File: config.mk
export PLATFORM = sky130hd
export DESIGN_NAME = rrf_front
export DESIGN_NICKNAME = d
export VERILOG_FILES = /design/src/sv/rrf_pkg.sv /design/src/sv/rrf_front.sv
export SDC_FILE = /design/constraint.sdc
export NUM_CORES = 1
export LEC_CHECK = 0
export ABC_AREA = 1
export BUFFER_PORTS_ARGS = -buffer_cell sky130_fd_sc_hd__buf_4
export CAP_MARGIN = 40
export CORE_AREA = 2 2 151 153
export DETAILED_ROUTE_END_ITERATION = 8
export DIE_AREA = 0 0 153 155
export GPL_TIMING_DRIVEN = 0
export PLACE_DENSITY = 0.65
export RECOVER_POWER = 50
export SYNTH_ARGS = -nofsm -noshare
export SYNTH_HDL_FRONTEND = slang
export SYNTH_SLANG_ARGS = --single-unit
File: constraint.sdc
create_clock -name vclk -period 2.7
set_input_delay 0.27 -clock vclk [all_inputs]
set_output_delay 0.27 -clock vclk [all_outputs]
set_load 0.005 [all_outputs]
File: src/sv/rrf_pkg.sv
package rrf_pkg;

    // Field and register widths
    localparam int COORD_W    = 24;
    localparam int BYTE_W     = 8;
    localparam int ZONE_REG_W = 9;
    localparam int CFG_IDX_W  = 2;
    localparam int S_TDATA_W  = 120;
    localparam int S_TUSER_W  = 2;
    localparam int M_TDATA_W  = 8;
    localparam int M_TUSER_W  = 1;

    // Edge bounds: wide enough for a 25-bit edge sum plus or minus one unit,
    // and for a pixel position of up to 9 index bits and 16 fraction bits
    localparam int BOUND_W = 27;

    localparam int QUEUE_DEPTH = 2;

    // Register indexes
    localparam logic [CFG_IDX_W-1:0] CFG_ZONE_WIDTH  = 2'd0;
    localparam logic [CFG_IDX_W-1:0] CFG_ZONE_HEIGHT = 2'd1;
    localparam logic [CFG_IDX_W-1:0] CFG_BACKGROUND  = 2'd2;

    localparam logic [ZONE_REG_W-1:0] ZONE_RESET       = 9'd1;
    localparam logic [BYTE_W-1:0]     BACKGROUND_RESET = 8'd32;

    typedef enum logic [1:0] {
        CMD_CLEAR   = 2'd0,
        CMD_OUTLINE = 2'd1,
        CMD_FILL    = 2'd2,
        CMD_READ    = 2'd3
    } cmd_t;

    // Work handed from the front end to the back end
    typedef enum logic [2:0] {
        JOB_CLEAR   = 3'd0,
        JOB_OUTLINE = 3'd1,
        JOB_FILL    = 3'd2,
        JOB_READ    = 3'd3,
        JOB_REPORT  = 3'd4
    } job_kind_t;

    typedef struct packed {
        job_kind_t                  kind;
        logic [BYTE_W-1:0]          paint;
        logic [BYTE_W-1:0]          read_col;
        logic [BYTE_W-1:0]          read_row;
        logic signed [BOUND_W-1:0]  xl;
        logic signed [BOUND_W-1:0]  xr;
        logic signed [BOUND_W-1:0]  xl1;
        logic signed [BOUND_W-1:0]  xr1;
        logic signed [BOUND_W-1:0]  yl;
        logic signed [BOUND_W-1:0]  yr;
        logic signed [BOUND_W-1:0]  yl1;
        logic signed [BOUND_W-1:0]  yr1;
    } job_t;

    typedef struct packed {
        logic full;
        logic empty;
    } q_stat_t;

    // Bits of a pixel index for a given side length
    function automatic int side_bits(input int max_side);
        return (max_side > 1) ? $clog2(max_side) : 1;
    endfunction

endpackage

File: src/sv/rrf_front.sv
module rrf_front import rrf_pkg::*; #(
    parameter int MAX_SIDE      = 256,
    parameter int FRACTION_BITS = 8,
    localparam int CW = side_bits(MAX_SIDE),
    localparam int ZW = CW + 1
) (
    input  logic                 s_tvalid,
    output logic                 s_tready,
    // corner_x, corner_y, rect_width, rect_height, paint_byte, read_column, read_row
    input  logic [S_TDATA_W-1:0] s_tdata,
    // command
    input  logic [S_TUSER_W-1:0] s_tuser,
    input  logic [ZW-1:0]        zone_w,
    input  logic [ZW-1:0]        zone_h,
    input  q_stat_t              q_stat,
    output logic                 push,
    output job_t                 push_job
);

    localparam logic signed [BOUND_W-1:0] UNIT = BOUND_W'(1 << FRACTION_BITS);

    cmd_t                      cmd;
    logic signed [COORD_W-1:0] cx;
    logic signed [COORD_W-1:0] cy;
    logic signed [COORD_W-1:0] rw;
    logic signed [COORD_W-1:0] rh;
    logic                      size_ok;
    logic                      rd_out;

    assign cmd = cmd_t'(s_tuser);
    assign cx  = s_tdata[23:0];
    assign cy  = s_tdata[47:24];
    assign rw  = s_tdata[71:48];
    assign rh  = s_tdata[95:72];

    assign size_ok = (rw > 0) && (rh > 0);
    assign rd_out  = (32'(s_tdata[111:104]) >= 32'(zone_w))
                  || (32'(s_tdata[119:112]) >= 32'(zone_h));

    // Take a transaction whenever the queue has room
    assign s_tready = !q_stat.full;
    assign push     = s_tvalid && s_tready;

    // Classify the command and precompute the edge bounds
    always_comb begin
        push_job          = '0;
        push_job.paint    = s_tdata[103:96];
        push_job.read_col = s_tdata[111:104];
        push_job.read_row = s_tdata[119:112];
        push_job.xl       = BOUND_W'(cx);
        push_job.xr       = BOUND_W'(cx) + BOUND_W'(rw);
        push_job.xl1      = BOUND_W'(cx) + UNIT;
        push_job.xr1      = push_job.xr - UNIT;
        push_job.yl       = BOUND_W'(cy);
        push_job.yr       = BOUND_W'(cy) + BOUND_W'(rh);
        push_job.yl1      = BOUND_W'(cy) + UNIT;
        push_job.yr1      = push_job.yr - UNIT;
        case (cmd)
            CMD_CLEAR:   push_job.kind = JOB_CLEAR;
            CMD_OUTLINE: push_job.kind = size_ok ? JOB_OUTLINE : JOB_REPORT;
            CMD_FILL:    push_job.kind = size_ok ? JOB_FILL : JOB_REPORT;
            CMD_READ:    push_job.kind = rd_out ? JOB_REPORT : JOB_READ;
            default:     push_job.kind = JOB_REPORT;
        endcase
    end

endmodule

# Word level (Yosys, flattened, before mapping)
# Cells that the tools add are included.
[totals]
ff_bits = 0
latchBits = 0
ram_bits = 0
romBits = 0
inputBits = 143
word_cells = 22
n_memories = 0
[classes]
n_addsub = 6
multipliers = 0
n_div = 0
order_cmp = 4
n_eq_ne = 3
shifts = 0
mux = 4
n_bitwise = 0
n_reduce_logical = 5
[ops]
columns = ["op", "count"]
rows = [
  ["subtractor 25 x 10 -> 26 bit (second input constant)", 2],
  ["adder 24 x 10 -> 25 bit (second input constant)", 2],
  ["adder 24 x 24 -> 25 bit", 2],
  ["greater-than comparator 24 x 1 -> 1 bit (second input constant)", 2],
  [">= comparator 8 x 9 -> 1 bit", 2],
  ["case mux 3 bit (4 select lines)", 1],
  ["two-way mux 3 bit", 3],
  ["== test 2 bit (second input constant)", 2],
  ["== test 2 x 1 -> 1 bit (second input constant)", 1],
  ["logical AND 1 bit", 2],
  ["zero test 2 bit", 1],
  ["zero test 1 bit", 1],
  ["logical OR 1 bit", 1],
]

# Logic depth before layout (Yosys ltp)
[depth]
depth_word = 4
mapped_depth = 18

# Worst setup path after synthesis
# No wires, ideal clock.
[synth_path]
path_kind = "input port to output port"
startpoint = "input s_tdata[0]"
endpoint = "output push_job[126] in the netlist's numbering"
arrival_time_ps = 2290
required_time_ps = 2430
path_slack_ps = 140
path_stages = 16
path_buffers = 0
cell_sequence = "ha_1 -> inv_1 -> fa_1 -> inv_1 -> nand3_1 -> nand3_1 -> nand2_1 -> nand2_1 -> nand2_1 -> and2_1 -> inv_1 -> ha_1 -> nand3_2 -> nor2_2 -> nand2_1 -> xor2_1"
[synth_rtl]
columns = ["element", "line_no", "source"]
rows = [
  ["from (decl)", "rrf_front.sv:10", "input logic [S_TDATA_W-1:0] s_tdata,"],
  ["to (decl)", "rrf_front.sv:17", "output job_t push_job"],
]

==> results.sh <==
export IMPL_status="completed"
export IMPL_coreArea_um2=22200
export IMPL_synth_area_leaders="nand2_1 22%, buf_4 14%, inv_1 13%, ha_1 13%, xor2_1 6.4%"
export IMPL_synthesis_area_um2=6600
export IMPL_crit_type="input pin to output port"
export IMPL_synth_commonest_cells="391 x nand2_1, 236 x inv_1, 120 x buf_4"
export IMPL_seq_cells=0
export IMPL_hold_depth=2
export IMPL_synth_xor_area_share_pct=7.43
export IMPL_io_pins=388
export IMPL_cts_hold_buffers=0
export IMPL_drv_slew=0
export IMPL_met3_length_um=1510
export IMPL_synth_fa_ha_area_share_pct=13.5
export IMPL_hold_class="input pin to output port"
export IMPL_synth_cell_types=38
export IMPL_crit_start="s_tdata[48]"
export IMPL_postSynthCellCount=1216
export IMPL_power_leakage_nw=6.15
export IMPL_min_to="push_job[236]"
export IMPL_layout_cells_non_filler=1914
export IMPL_syn2layout_area_growth_pct=64.9
export IMPL_wl_met2_um=13500
export IMPL_first_global_vias=8073
export IMPL_drv_cap=0
export IMPL_worst_setup_path_start_kind="input pin"
export IMPL_synth_most_common_cell="nand2_1"
export IMPL_grt_max_degree=8
export IMPL_ant_nets=0
export IMPL_drive_gt1_share_pct=44.5
export IMPL_portBuffers=379
export IMPL_firstDrtPassIters=5
export IMPL_dp_cells=1880
export IMPL_fin_crit_sh_pct=96.5
export IMPL_fin_area_um2=10900
export IMPL_gp_congestion=0.891
export IMPL_antenna_found_initial=1
export IMPL_finalHoldViolations=0
export IMPL_fp_dieW_um=153
export IMPL_drc=0
export IMPL_pwr_density_cell_nw_per_um2=253
export IMPL_tightest_slew_ps=815
export IMPL_syn_nets=1429
export IMPL_vdd_ir_drop_max_uv=189
export IMPL_synth_top_area_cell="nand2_1"
export IMPL_via_per_inst=4.56
export IMPL_grtUsageTotal_pct=19.8
export IMPL_top_layer_used="met4"
export IMPL_critPathRequiredTime_ps=2430
export IMPL_yosysSeqAreaShare_pct=0
export IMPL_synth_compound_area_share_pct=5.29
export IMPL_initial_core_util_pct=29.7
export IMPL_placed_area_um2=9800
export IMPL_synth_top_area_share_pct=22.2
export IMPL_n_fill_cell=2299
export IMPL_grt_pass1_wl_um=39300
export IMPL_fmax_ghz=0.384
export IMPL_nClkBuffers=0
export IMPL_grt_overflow_total=0
export IMPL_hold_start="s_tdata[100]"
export IMPL_yosysWarnings=0
export IMPL_slew_headroom_pct=45.1
export IMPL_worst_slack_ps=95.8
export IMPL_register_area_um2=0
export IMPL_setup_viol=0
export IMPL_avgSynthCellArea_um2=5.43
export IMPL_dpl_worst_slack_ps=-352
export IMPL_crit_arrival_ps=2330
export IMPL_dp_hpwl_um=22600
export IMPL_drt_iter0_drc=455
export IMPL_num_rows=55
export IMPL_nNetsFinal=1843
export IMPL_min_period_ps=2600
export IMPL_rsz0062_at_grt="true"
export IMPL_synthSimpleGateAreaFrac_pct=46.6
export IMPL_synth_area_mux_share_pct=0
export IMPL_wl_met1_um=10600
export IMPL_synth_top_family_by_area="simple AND/OR/NAND/NOR gates"
export IMPL_fp_dieH_um=155
export IMPL_vias=8723
export IMPL_endpoint_kind="output port"
export IMPL_wire_per_inst_um=13.6
export IMPL_cp_max_fo=4
export IMPL_die_area_um2=23700
export IMPL_finalWirelength_um=26100
## layout by cell type, fill, tap and decap left out, types with 3 or more instances in the layout
master      n
buf_4     464
nand2_1   351
inv_1     230
nand2_2    62
nand3_1    58
clkbuf_4   51
nor2_1     50
xor2_1     47
a21oi_1    33
ha_4       33
nand4_1    29
ha_1       28
nor2_2     25
nor2_4     19
nand3_2    17
o21ai_0    12
nor4_1     11
clkbuf_1   11
nand3b_1    9
nand2_4     8
xnor2_1     8
nand3_4     7
nor3_1      7
ha_2        7
a21oi_2     5
nor3_2      5
inv_2       5
and2_1      4
buf_6       3
## stage by stage
step	util, %	power, mW	setup TNS [ps]	hold slack (ps)
after floorplan	-	1.30	0	567
after global placement	44.1	2.41	-4940	706
after detailed placement	44.1	2.43	-5290	706
after CTS	45.3	2.53	-13.2	706
after global routing	49.0	3.03	-210	731
final	49.0	2.76	0	727
## repair_timing
item | 4_1_cts | 5_1_grt
gates resized for setup | 41 | 152
pin swaps | 17 | 36
setup buffers | 13 | 20
endpoints found under the setup margin | 33 | 37
## cell families (layout without fill, tap and decap cells)
group	count (synthesis)	in the layout
AO/OA/AOI/OAI	62	62
XOR/XNOR	56	56
adder cells (fa/ha/maj)	70	70
buffers and inverters	358	770
other	0	1
AND/OR/NAND/NOR	670	670
## critical path, cell delays in order
cell and delay [ps]:
buf_8 80, ha_4 140, inv_2 40, fa_2 340, inv_2 70, nand3_2 80, nand3_4 90, nand2_4 60
nand2_2 80, nand2_1 50, and2_4 160, inv_4 60, ha_4 140, nand3_4 110, nor2_4 180, nand2_1 80
xor2_1 160, buf_4 130
## layer usage
| metal | GRT usage, % | vias up |
|---|---|---|
| met3 | 2.28 | 26 |
| met4 | 3.31 | 0 |
| li1 | - | 4472 |
| met5 | 0 | - |
| met2 | 38.4 | 307 |
| met1 | 23.7 | 3918 |
## power breakdown
part | switching [mW] | internal, mW
Clock | 0 | 0.0000000495
Combinational | 1.37 | 1.38
Sequential | 0 | 0
Total | 1.37 | 1.38
## worst max path at each step
stage | end | slack, ps | cells after the start
final | push_job[126] | 100 | 18
after global routing | push_job[126] | -40 | 18
after floorplan | push_job[126] | 140 | 16
after CTS | push_job[126] | -10 | 18
after global placement | push_job[126] | -340 | 18
after detailed placement | push_job[126] | -350 | 18
## area by class of cell
cell class / instances / area (µm²) / area share (%)
antenna: 1 / 2.50 / 0.0230
buffer: 120 / 901 / 8.27
inverter: 238 / 896 / 8.23
multi-input combinational: 858 / 5640 / 51.8
tap: 285 / 357 / 3.27
timing repair buffer: 412 / 3090 / 28.4
(Power assumes the default switching activity.)
