## src/sv/rrf_pkg.sv

```systemverilog
package rrf_pkg;

    // Field and register widths
    localparam int COORD_W    = 24;
    localparam int BYTE_W     = 8;
    localparam int ZONE_REG_W = 9;
    localparam int CFG_IDX_W  = 2;
    localparam int S_TDATA_W  = 120;
    localparam int S_TUSER_W  = 2;
    localparam int M_TDATA_W  = 8;
    localparam int M_TUSER_W  = 1;

    // Edge bounds: wide enough for a 25-bit edge sum plus or minus one unit,
    // and for a pixel position of up to 9 index bits and 16 fraction bits
    localparam int BOUND_W = 27;

    localparam int QUEUE_DEPTH = 2;

    // Register indexes
    localparam logic [CFG_IDX_W-1:0] CFG_ZONE_WIDTH  = 2'd0;
    localparam logic [CFG_IDX_W-1:0] CFG_ZONE_HEIGHT = 2'd1;
    localparam logic [CFG_IDX_W-1:0] CFG_BACKGROUND  = 2'd2;

    localparam logic [ZONE_REG_W-1:0] ZONE_RESET       = 9'd1;
    localparam logic [BYTE_W-1:0]     BACKGROUND_RESET = 8'd32;

    typedef enum logic [1:0] {
        CMD_CLEAR   = 2'd0,
        CMD_OUTLINE = 2'd1,
        CMD_FILL    = 2'd2,
        CMD_READ    = 2'd3
    } cmd_t;

    // Work handed from the front end to the back end
    typedef enum logic [2:0] {
        JOB_CLEAR   = 3'd0,
        JOB_OUTLINE = 3'd1,
        JOB_FILL    = 3'd2,
        JOB_READ    = 3'd3,
        JOB_REPORT  = 3'd4
    } job_kind_t;

    typedef struct packed {
        job_kind_t                  kind;
        logic [BYTE_W-1:0]          paint;
        logic [BYTE_W-1:0]          read_col;
        logic [BYTE_W-1:0]          read_row;
        logic signed [BOUND_W-1:0]  xl;
        logic signed [BOUND_W-1:0]  xr;
        logic signed [BOUND_W-1:0]  xl1;
        logic signed [BOUND_W-1:0]  xr1;
        logic signed [BOUND_W-1:0]  yl;
        logic signed [BOUND_W-1:0]  yr;
        logic signed [BOUND_W-1:0]  yl1;
        logic signed [BOUND_W-1:0]  yr1;
    } job_t;

    typedef struct packed {
        logic full;
        logic empty;
    } q_stat_t;

    // Bits of a pixel index for a given side length
    function automatic int side_bits(input int max_side);
        return (max_side > 1) ? $clog2(max_side) : 1;
    endfunction

endpackage

```

## src/sv/rrf_queue.sv

```systemverilog
module rrf_queue import rrf_pkg::*; (
    input  logic    aclk,
    input  logic    aresetn,
    input  logic    push,
    input  job_t    push_job,
    input  logic    pop,
    output job_t    head_job,
    output q_stat_t stat
);

    localparam int PTR_W = (QUEUE_DEPTH > 1) ? $clog2(QUEUE_DEPTH) : 1;
    localparam int CNT_W = $clog2(QUEUE_DEPTH + 1);
    localparam logic [PTR_W-1:0] PTR_LAST = PTR_W'(QUEUE_DEPTH - 1);

    job_t             entry_reg [QUEUE_DEPTH];
    logic [PTR_W-1:0] head_reg;
    logic [PTR_W-1:0] tail_reg;
    logic [CNT_W-1:0] count_reg;
    logic [PTR_W-1:0] head_next;
    logic [PTR_W-1:0] tail_next;
    logic [CNT_W-1:0] count_next;

    assign head_next = (head_reg == PTR_LAST) ? '0 : head_reg + PTR_W'(1);
    assign tail_next = (tail_reg == PTR_LAST) ? '0 : tail_reg + PTR_W'(1);

    always_comb begin
        case ({push, pop})
            2'b10:   count_next = count_reg + CNT_W'(1);
            2'b01:   count_next = count_reg - CNT_W'(1);
            default: count_next = count_reg;
        endcase
    end

    // Advance pointers and store pushed work
    always_ff @(posedge aclk) begin
        if (!aresetn) begin
            head_reg  <= '0;
            tail_reg  <= '0;
            count_reg <= '0;
        end else begin
            if (push) begin
                entry_reg[tail_reg] <= push_job;
                tail_reg            <= tail_next;
            end
            if (pop) begin
                head_reg <= head_next;
            end
            count_reg <= count_next;
        end
    end

    assign head_job   = entry_reg[head_reg];
    assign stat.full  = (count_reg == CNT_W'(QUEUE_DEPTH));
    assign stat.empty = (count_reg == '0);

endmodule

```

## config.mk

```make
export PLATFORM = sky130hd
export DESIGN_NAME = rrf_queue
export DESIGN_NICKNAME = d
export VERILOG_FILES = /design/src/sv/rrf_pkg.sv /design/src/sv/rrf_queue.sv
export SDC_FILE = /design/constraint.sdc
export NUM_CORES = 1
export LEC_CHECK = 0
export CAP_MARGIN = 0
export CORE_AREA = 3 3 192 194
export CTS_CLUSTER_DIAMETER = 60
export CTS_CLUSTER_SIZE = 16
export DETAILED_ROUTE_END_ITERATION = 8
export DIE_AREA = 0 0 195 197
export DONT_BUFFER_PORTS = 1
export PLACE_DENSITY_LB_ADDON = 0.08
export REMOVE_ABC_BUFFERS = 1
export SLEW_MARGIN = 10
export SYNTH_ARGS = -nofsm -noshare
export SYNTH_HDL_FRONTEND = slang
export SYNTH_SLANG_ARGS = --single-unit
```

## constraint.sdc

```tcl
create_clock -name aclk -period 13.93 [get_ports aclk]
set_input_delay 0.6965 -clock aclk [delete_from_list [all_inputs] [get_ports aclk]]
set_output_delay 0.6965 -clock aclk [all_outputs]
set_load 0.01 [all_outputs]
```

# After elaboration in Yosys (flattened, before gate mapping)
# Memory sizes are Yosys's and may differ from the RTL's. A register that Yosys moved wholly into a read port is not among the register bits.
# Index checks and enable logic that the tools add are counted.
# totals
ff_bits	4
ram_bits	486
in_bits	247
n_memories	1
# op_classes
add_sub_neg	4
eq_ne	3
muxes	8
reduce_logical	2
# memory_table
name	depth	word_bits	read_ports	rd_clocked_by_memory_dff	write_ports	line_no	rtl
entry_reg	2	243	1	1	1	rrf_queue.sv:15	job_t entry_reg [QUEUE_DEPTH];
# ops
operator	n
$mux 1	7
$eq 2x2->1 const B	2
$pmux 2 s2	1
$add 1x1->1 const B	2
$add 2x1->2 const B	1
$eq 2x1->1 const B	1
$logic_not 2->1	1
$reduce_bool 2->1	1
$sub 2x1->2 const B	1

# Logic depth before layout (Yosys ltp)
# Gate-level depths: netlist of run 1.
# depth
ltp_word	4
mapped_depth	5

# Worst setup path after synthesis of run 1
# Ideal clock, no wire load.
# synth_path
path_type	input -> register
startpoint	in aresetn
endpoint	mem entry_reg[0][0] in the netlist's numbering, enable pin
setup_ns	0.859
arrival_ns	10.940
required_ns	13.071
setup_slack_ns	2.131
path_stages	2
n_path_buf	0
path_cell_list	nand2_1 > nor2_1
# synth_between
elab_chain_cells	2
# synth_rtl
element	line_no	rtl
from (decl)	rrf_queue.sv:3	input logic aresetn,
$mux 1	rrf_queue.sv:36	if (!aresetn) begin
$mux 1 (implied by the code)	rrf_queue.sv:42	entry_reg[tail_reg] <= push_job;
to (decl)	rrf_queue.sv:15	
# No other way between the ends.

==> results of run 1 <==
-- area by class of cell --
type / instances / area, um^2
timing repair buffer: 10 / 75.07
tap: 461 / 576.8
clock buffer: 46 / 1045
inverter: 1 / 3.754
clock inverter: 10 / 125.1
sequential: 491 / 14700
fill: 2625 / 15370
multi-input combinational: 260 / 3505
-- cell usage after synthesis, types with 2 or more instances --
master	number	area share [%]
sky130_fd_sc_hd__edfxtp_1	486	79
sky130_fd_sc_hd__buf_2	7	0.19
sky130_fd_sc_hd__xnor2_1	2	0.095
sky130_fd_sc_hd__nor2_1	2	0.041
sky130_fd_sc_hd__xor2_1	2	0.095
sky130_fd_sc_hd__dfxtp_1	5	0.54
sky130_fd_sc_hd__mux2_4	170	14
sky130_fd_sc_hd__mux2_2	73	4.5
sky130_fd_sc_hd__buf_6	20	1.2
sky130_fd_sc_hd__and2_1	4	0.14
-- power groups by stage --
stage,logic (mW),registers [mW],clock network (mW)
final,0.243,1.71,1.04
after global routing,0.257,1.71,1.13
after CTS,0.249,1.71,1.07
after detailed placement,0.248,1.74,0
after global placement,0.246,1.74,0
after floorplan,0.232,1.78,0
-- cells by family after synthesis --
kind of cell,count (synthesis),synth area share [%]
AO/OA/AOI/OAI,2,0.06780
XOR/XNOR,4,0.1899
adder cells (fa/ha/maj),1,0.06780
buffers and inverters,28,1.431
flip-flops,491,79.64
multiplexers,243,18.29
AND/OR/NAND/NOR,10,0.3120
-- metrics by stage --
step                      cell area [um^2]  cells
final                                20030   1279
after global routing                 20030   1279
after CTS                            20030   1279
after detailed placement             18860   1223
after global placement               18860   1223
after floorplan                      18190    752
-- cell usage in the layout (no fill, tap or decap), types with 2 or more instances in the layout --
| master | count |
|---|---|
| sky130_fd_sc_hd__dfxtp_1 | 4 |
| sky130_fd_sc_hd__clkinvlp_4 | 2 |
| sky130_fd_sc_hd__clkbuf_16 | 41 |
| sky130_fd_sc_hd__edfxtp_1 | 486 |
| sky130_fd_sc_hd__xnor2_1 | 2 |
| sky130_fd_sc_hd__xor2_1 | 2 |
| sky130_fd_sc_hd__mux2_2 | 73 |
| sky130_fd_sc_hd__mux2_4 | 170 |
| sky130_fd_sc_hd__clkinv_2 | 2 |
| sky130_fd_sc_hd__clkbuf_1 | 5 |
| sky130_fd_sc_hd__buf_4 | 10 |
| sky130_fd_sc_hd__and2_1 | 4 |
| sky130_fd_sc_hd__bufinv_16 | 2 |
-- layer usage --
metal	vias up	part of all wire (%)	wire length, um	track usage, %
met2	359	51	19370	32.85
met3	65	15	5704	12.55
li1	3131	-	-	-
met1	3677	31	11800	18.72
met5	-	0.11	40	0
met4	4	2.9	1122	6.047
-- worst max-delay path by stage --
| stage | slack [ps] | from | cells after the start | end |
|---|---|---|---|---|
| 5_1_grt | 9660 | flop | 3 | head_job[17] |
| 2_1_floorplan | 2130 | aresetn | 2 | entry_reg[0][0]$_DFFE_PP_ |
| 6_report | 9850 | flop | 3 | head_job[50] |
| 3_3_place_gp | 10370 | aresetn | 3 | entry_reg[1][197]$_DFFE_PP_ |
| 4_1_cts | 9800 | flop | 3 | head_job[50] |
| 3_5_place_dp | 10270 | aresetn | 3 | entry_reg[1][238]$_DFFE_PP_ |
==> out/results.tsv, run 1 <==
metric	value	unit
status	completed	
setup_crit_end_kind	output pin	
design.portCount	492	
ff2ff_setup_slack	10620	ps
ctsResizeCount	0	
synthesis.yosys.warnings	0	
cts_buffers	39	
worst_pin_slew	1132	ps
cts_htree_levels	2	
grtUsageTotal	19.09	%
timing.hold.ws	259.2	ps
leakagePower	6.728	nW
hold_path_stages	0	
globalplace.congestion	0.7716	
count_of_buffering_cells_on_the_critical_path_with_inverters_included	2	
final_setup_viols	0	
largest_reg_flops	486	
register_area_share_after_synthesis	79.64	%
max_slew_violation_total_from_the_final_report	0	
avg_synthesized_cell_area	23.68	um^2
final_net_count	1051	
grt.overflow.total	0	
syn_to_final_growth	8.552	%
final_antenna_net_count	0	
clk_transition_reported_paths	70	ps
grt_start_max_net_pins	86	
vias_per_cell	5.658	
dr.first_iter.drc_count	407	
power.internal	2.365	mW
core.rowCount	69	
cp_common_cell	sky130_fd_sc_hd__buf_4	
critPathKind	flop to output pin	
effective_utilization_at_floorplan	52.12	%
setup_tns	0	ps
p_seq_share	57.1	%
firstDrtPassIters	4	
die_h	197	um
ratio_of_cells_with_drive_above_1_in_the_final_layout	37.53	%
detail_route.drc_violations	0	
cts_hold_buf	0	
finalPower	2.987	mW
ys_types	18	
clock_sinks	491	
final_clock_skew	11.20	ps
wirelength	38.05	mm
reg2reg_to	entry_reg[1][86]$_DFFE_PP_	
slew_headroom	24.56	%
die-area	38420	um^2
clock_tree.root_cell	sky130_fd_sc_hd__clkbuf_16	
timing.critical_path.max_delay_family	buffers and inverters	
placement.setup.worst_slack	10270	ps
holdPathEnd	entry_reg[1][15]$_DFFE_PP_	
post_cts.repair.setup_buffers	0	
synth_area	18450	um^2
finalWorstSetupSlack	9847	ps
detailroute.via_count	7236	
p_sw_share	20.84	%
hpwlAfterDp	26.65	mm
number_of_register_bits_inferred_by_synthesis	491	
synth-async-reset-ratio	0	%
max_cap_violations	0	
crit_chain	buf_4 -> buf_4 -> mux2_2	
hold_path.startpoint	push_job[15]	
finalCritPeriodShare	29.31	%
fmax	0.2449	GHz
number_of_flops_mapped_to_enable_cells_by_yosys	486	
critPathRequiredTime	13230	ps
cellPowerDensity	149.1	nW/um^2
port_buffers	0	
post-route-min-period	4083	ps
insertedDiodeCount	0	
routed_wire_length_per_instance	29.75	um
crit-reg2reg-launch	tail_reg$_SDFFE_PN0P_	
rsz0062_at_grt	no	
holdCritPathClass	input pin to flop	
r2r_cells	3	
report.final.hold_viol_count	0	
chipWidth	195	um
crit_slowest_cell	sky130_fd_sc_hd__buf_4	
crit_path_start_kind	flop	
syn-instance-count	779	
insertion_delay	520	ps
power_share_of_the_clock_group	34.7	%
tritoncts	yes	
critical_path_peak_fanout	66	
cts_buffer_depth	3	
wire_length_of_the_first_global_routing_pass	53.37	mm
core_area	35400	um^2
synth-main-ff-cell	sky130_fd_sc_hd__edfxtp_1	
power_switching	0.6223	mW
critPathArrivalTime	3390	ps
combinational_power_share	8.1	%
maximum_vdd_ir_drop	0.1418	mV
timing.critical_path.slowest_cell_delay	940	ps
finished_core_util	56.58	%
number_of_antenna_violations_at_the_first_check_in_global_routing	3	
grt_pass1_vias	7775	
Note: power is estimated with default switching activity, not from simulation.
==> run 2: changes to the inputs <==
clock period = 4 ns   (was 13.93 ns; I/O delays follow)
==> out/results.tsv, run 2 (same netlist as run 1, synthesis figures left out) <==
metric	value	unit
final_setup_viols	0	
crit_chain	buf_12 -> mux2_2	
chipWidth	195	um
detailroute.via_count	8282	
grt_pass1_vias	8992	
design.portCount	492	
finalPower	10.57	mW
largest_reg_flops	486	
grt.overflow.total	0	
slew_headroom	27.72	%
ff2ff_setup_slack	2170	ps
multiInputGateArea	3505	um^2
placement.setup.worst_slack	1837	ps
max_cap_violations	0	
finalWorstSetupSlack	1335	ps
worstSetupEndpoint	head_job[36]	
wirelength	39.45	mm
seq_area	14700	um^2
finished_core_util	63.87	%
fmax	0.3752	GHz
holdCritPathClass	input pin to flop	
r2r_cells	2	
final_cell_mix	sky130_fd_sc_hd__edfxtp_1 (486), sky130_fd_sc_hd__dlygate4sd3_1 (247), sky130_fd_sc_hd__mux2_4 (170)	
reg2reg_to	entry_reg[1][165]$_DFFE_PP_	
finalCritPeriodShare	66.63	%
leakagePower	7.789	nW
grt_start_max_net_pins	100	
post-route-min-period	2665	ps
leading_cell_type_in_the_layout_fill_and_taps_excluded	sky130_fd_sc_hd__edfxtp_1	
effective_utilization_at_floorplan	52.12	%
ctsResizeCount	0	
core_area	35400	um^2
clock_sinks	491	
die_h	197	um
critPathKind	flop to output pin	
final_clock_skew	10.01	ps
status	completed	
max_slew_violation_total_from_the_final_report	0	
timing.critical_path.slowest_cell_delay	1020	ps
rsz0062_at_grt	no	
maximum_vdd_ir_drop	0.2945	mV
worst_pin_slew	1084	ps
wire_length_of_the_first_global_routing_pass	57.45	mm
insertion_delay	530	ps
globalplace.congestion	0.7801	
hpwlAfterDp	26.03	mm
crit-reg2reg-launch	tail_reg$_SDFFE_PN0P_	
critPathArrivalTime	2470	ps
number_of_antenna_violations_at_the_first_check_in_global_routing	3	
tritoncts	yes	
grtUsageTotal	19.81	%
syn_to_final_growth	22.53	%
routed_wire_length_per_instance	25.77	um
cellPowerDensity	467.7	nW/um^2
final_net_count	1300	
vias_per_cell	5.410	
cts_buffers	38	
num-fill-cells	2385	
crit_slowest_cell	sky130_fd_sc_hd__dfxtp_4	
setup_tns	0	ps
ratio_of_cells_with_drive_above_1_in_the_final_layout	28.75	%
port_buffers	0	
final_antenna_net_count	0	
post_cts.repair.setup_buffers	0	
die-area	38420	um^2
crit_path_start_kind	flop	
clock_tree.root_cell	sky130_fd_sc_hd__clkbuf_16	
critPathRequiredTime	3800	ps
timing.hold.ws	37.57	ps
cts_htree_levels	2	
detail_route.drc_violations	0	
cts_buffer_depth	3	
clk_transition_reported_paths	70	ps
core.rowCount	69	
dr.first_iter.drc_count	510	
critical_path_peak_fanout	54	
setup_crit_end_kind	output pin	
report.final.hold_viol_count	0	
firstDrtPassIters	4	
[run 2: cell count changes in the layout (fill, tap and decap cells not counted), moves of 2 or more]
cell / previous run / this run
sky130_fd_sc_hd__inv_6: 0 / 3
sky130_fd_sc_hd__buf_4: 10 / 2
sky130_fd_sc_hd__dlygate4sd3_1: 0 / 247
sky130_fd_sc_hd__buf_12: 0 / 11
sky130_fd_sc_hd__clkbuf_1: 5 / 8
sky130_fd_sc_hd__diode_2: 0 / 2
sky130_fd_sc_hd__bufinv_16: 2 / 0
[run 2: worst min path at each step]
stage	start	to	slack (ps)	depth (start not counted)
after detailed placement	push_job[47]	entry_reg[0][47]$_DFFE_PP_	300	0
final	pop	count_reg[1]$_SDFFE_PN0P_	40	3
after global placement	push_job[14]	entry_reg[0][14]$_DFFE_PP_	300	0
after floorplan	push_job[0]	entry_reg[0][0]$_DFFE_PP_	300	0
after CTS	pop	count_reg[1]$_SDFFE_PN0P_	9	3
after global routing	pop	count_reg[1]$_SDFFE_PN0P_	40	3
[run 2: critical path: cells and delay by family, from the launching register on]
kind	cells	cell delay [ps]
buf+inv	1	410
flops	1	1020
mux	1	420
[run 2: repair_timing]
item | CTS | global route
hold buffers | 247 | 0
hold endpoints to repair | 491 | 0
endpoints found under the setup margin | 0 | 0
[run 2: layout make-up]
| cell class | count | area share (%) |
|---|---|---|
| tap | 461 | 2.551 |
| timing repair buffer | 260 | 11.98 |
| clock inverter | 6 | 0.1882 |
| clock buffer | 50 | 4.732 |
| sequential | 491 | 65.01 |
| antenna | 2 | 0.02214 |
| inverter | 1 | 0.01660 |
| multi-input combinational | 260 | 15.50 |
[run 2: power by group]
| group | leakage, nW | internal (mW) | switching, mW |
|---|---|---|---|
| registers | 4.51 | 5.88 | 0.0813 |
| clock network | 0.541 | 1.88 | 1.65 |
| logic | 2.74 | 0.543 | 0.547 |
[run 2: metrics by stage]
step | instances | area (um^2)
floorplan | 752 | 18190
global placement | 1225 | 19000
detailed placement | 1225 | 19000
CTS | 1528 | 22580
global route | 1531 | 22610
finish | 1531 | 22610
[run 2: per-layer routing]
| metal | vias to the layer above | global-route usage, % | part of all wire [%] |
|---|---|---|---|
| li1 | 3641 | - | - |
| met5 | - | 0 | 0.018 |
| met3 | 62 | 7.179 | 8.9 |
| met2 | 366 | 35.26 | 52 |
| met4 | 2 | 5.545 | 2.5 |
| met1 | 4211 | 22.74 | 36 |
==> run 3: changes to the inputs <==
CORE_AREA = 3 3 190 192   (was 3 3 192 194)
DIE_AREA = 0 0 193 195   (was 0 0 195 197)
clock period = 2.3 ns   (was 4 ns; I/O delays follow)
==> out/results.tsv, run 3 (same netlist as run 1, synthesis figures left out) <==
metric	value	unit
die-area	37640	um^2
core_area	34540	um^2
finalWorstSetupSlack	245.0	ps
critPathArrivalTime	1940	ps
wirelength	38.92	mm
holdCritPathClass	input pin to flop	
clock_tree.root_cell	sky130_fd_sc_hd__clkbuf_16	
critical_path_peak_fanout	31	
post-route-min-period	2055	ps
leakagePower	7.915	nW
fmax	0.4866	GHz
final_antenna_net_count	0	
final_setup_viols	0	
die_h	195	um
syn_to_final_growth	23.86	%
effective_utilization_at_floorplan	53.41	%
globalplace.congestion	0.7751	
leading_cell_type_in_the_layout_fill_and_taps_excluded	sky130_fd_sc_hd__edfxtp_1	
maximum_vdd_ir_drop	0.6658	mV
hpwlAfterDp	27.11	mm
post_cts.repair.setup_buffers	0	
vias_per_cell	5.329	
critPathKind	flop to output pin	
report.final.hold_viol_count	0	
ratio_of_cells_with_drive_above_1_in_the_final_layout	29.81	%
setup_tns	0	ps
wire_length_of_the_first_global_routing_pass	56.08	mm
design.portCount	492	
status	completed	
r2r_cells	2	
tritoncts	yes	
detailroute.via_count	8202	
core.rowCount	68	
setup_crit_end_kind	output pin	
layoutNonFillerInstCount	1539	
worst_pin_slew	548.8	ps
max_slew_violation_total_from_the_final_report	0	
cts_buffers	39	
ff2ff_setup_slack	680	ps
cts_htree_levels	2	
crit_path_start_kind	flop	
crit_chain	buf_12 -> mux2_2	
dr.first_iter.drc_count	392	
routed_wire_length_per_instance	25.29	um
largest_reg_flops	486	
rsz0062_at_grt	no	
reg2reg_to	entry_reg[1][157]$_DFFE_PP_	
firstDrtPassIters	4	
hold_path.startpoint	push	
placement.setup.worst_slack	652.0	ps
cellPowerDensity	817.8	nW/um^2
grt_pass1_vias	8910	
timing.critical_path.slowest_cell_delay	690	ps
placed_cells	1232	
cts_buffer_depth	3	
crit-reg2reg-launch	tail_reg$_SDFFE_PN0P_	
slew_headroom	63.41	%
port_buffers	0	
finalCritPeriodShare	89.35	%
clk_transition_reported_paths	60	ps
clock_sinks	491	
final_cell_mix	sky130_fd_sc_hd__edfxtp_1 (486), sky130_fd_sc_hd__dlygate4sd3_1 (247), sky130_fd_sc_hd__mux2_4 (170)	
finished_core_util	66.16	%
chipWidth	193	um
crit_slowest_cell	sky130_fd_sc_hd__dfxtp_4	
grtUsageTotal	19.94	%
holdPathEnd	count_reg[1]$_SDFFE_PN0P_	
hold_path_stages	4	
critPathRequiredTime	2180	ps
max_cap_violations	0	
number_of_antenna_violations_at_the_first_check_in_global_routing	4	
grt.overflow.total	0	
insertion_delay	510	ps
final_net_count	1313	
grt_start_max_net_pins	83	
detail_route.drc_violations	0	
final_clock_skew	10.57	ps
-- run 3: changes by cell type in the layout (fill, tap and decap cells not counted) --
| cell | change |
|---|---|
| sky130_fd_sc_hd__inv_8 | +1 |
| sky130_fd_sc_hd__inv_6 | -1 |
| sky130_fd_sc_hd__clkbuf_8 | -1 |
| sky130_fd_sc_hd__clkbuf_1 | -4 |
| sky130_fd_sc_hd__clkinvlp_4 | -1 |
| sky130_fd_sc_hd__diode_2 | +2 |
| sky130_fd_sc_hd__buf_4 | +5 |
| sky130_fd_sc_hd__clkinv_1 | +1 |
| sky130_fd_sc_hd__buf_12 | +7 |
| sky130_fd_sc_hd__bufinv_16 | +3 |
| sky130_fd_sc_hd__clkinv_2 | +2 |
-- run 3: where the power goes --
group / leakage (nW) / internal [mW] / switching, mW
clock: 0.582 / 3.56 / 2.82
combinational: 2.83 / 0.981 / 0.990
sequential: 4.51 / 10.2 / 0.112
total: 7.91 / 14.8 / 3.93
-- run 3: layout make-up --
cell class | count | area, um^2
tap | 455 | 569.3
timing repair buffer | 272 | 2885
fill | 2247 | 11690
antenna | 4 | 10.01
multi-input combinational | 260 | 3505
clock inverter | 11 | 141.4
sequential | 491 | 14700
inverter | 1 | 3.754
clock buffer | 45 | 1041
-- run 3: layer usage --
layer	global-route usage, %	part of all wire (%)	up-vias
li1	-	-	3665
met1	22.18	35	4127
met2	36.16	53	361
met3	7.092	9.6	49
met4	5.277	2.3	0
met5	0	0	-
-- run 3: repair_timing --
action / in CTS / in global routing
endpoints found under the hold margin: 491 / 0
gates resized for setup: 0 / 0
hold buffers: 247 / 0
-- run 3: critical path: cells and delay by family, from the launching register on --
| family | cells | cell delay (ps) |
|---|---|---|
| flip-flops | 1 | 690 |
| multiplexers | 1 | 410 |
| buffers and inverters | 1 | 300 |
-- run 3: stage by stage --
stage / hold WS (ps) / instance area, um^2 / power, mW
after global routing: 44.11 / 22850 / 19.33
after CTS: 34.55 / 22840 / 18.90
final: 57.08 / 22850 / 18.69
after detailed placement: 214.0 / 19190 / 12.10
after floorplan: 213.9 / 18190 / 12.16
after global placement: 214.0 / 19190 / 12.06
-- run 3: how the worst max path moves through the flow --
stage | endpoint | cells after the start
global route | head_job[56] | 2
floorplan | entry_reg[0][0]$_DFFE_PP_ | 1
global placement | entry_reg[1][235]$_DFFE_PP_ | 2
detailed placement | entry_reg[1][157]$_DFFE_PP_ | 2
finish | head_job[237] | 2
CTS | head_job[38] | 2
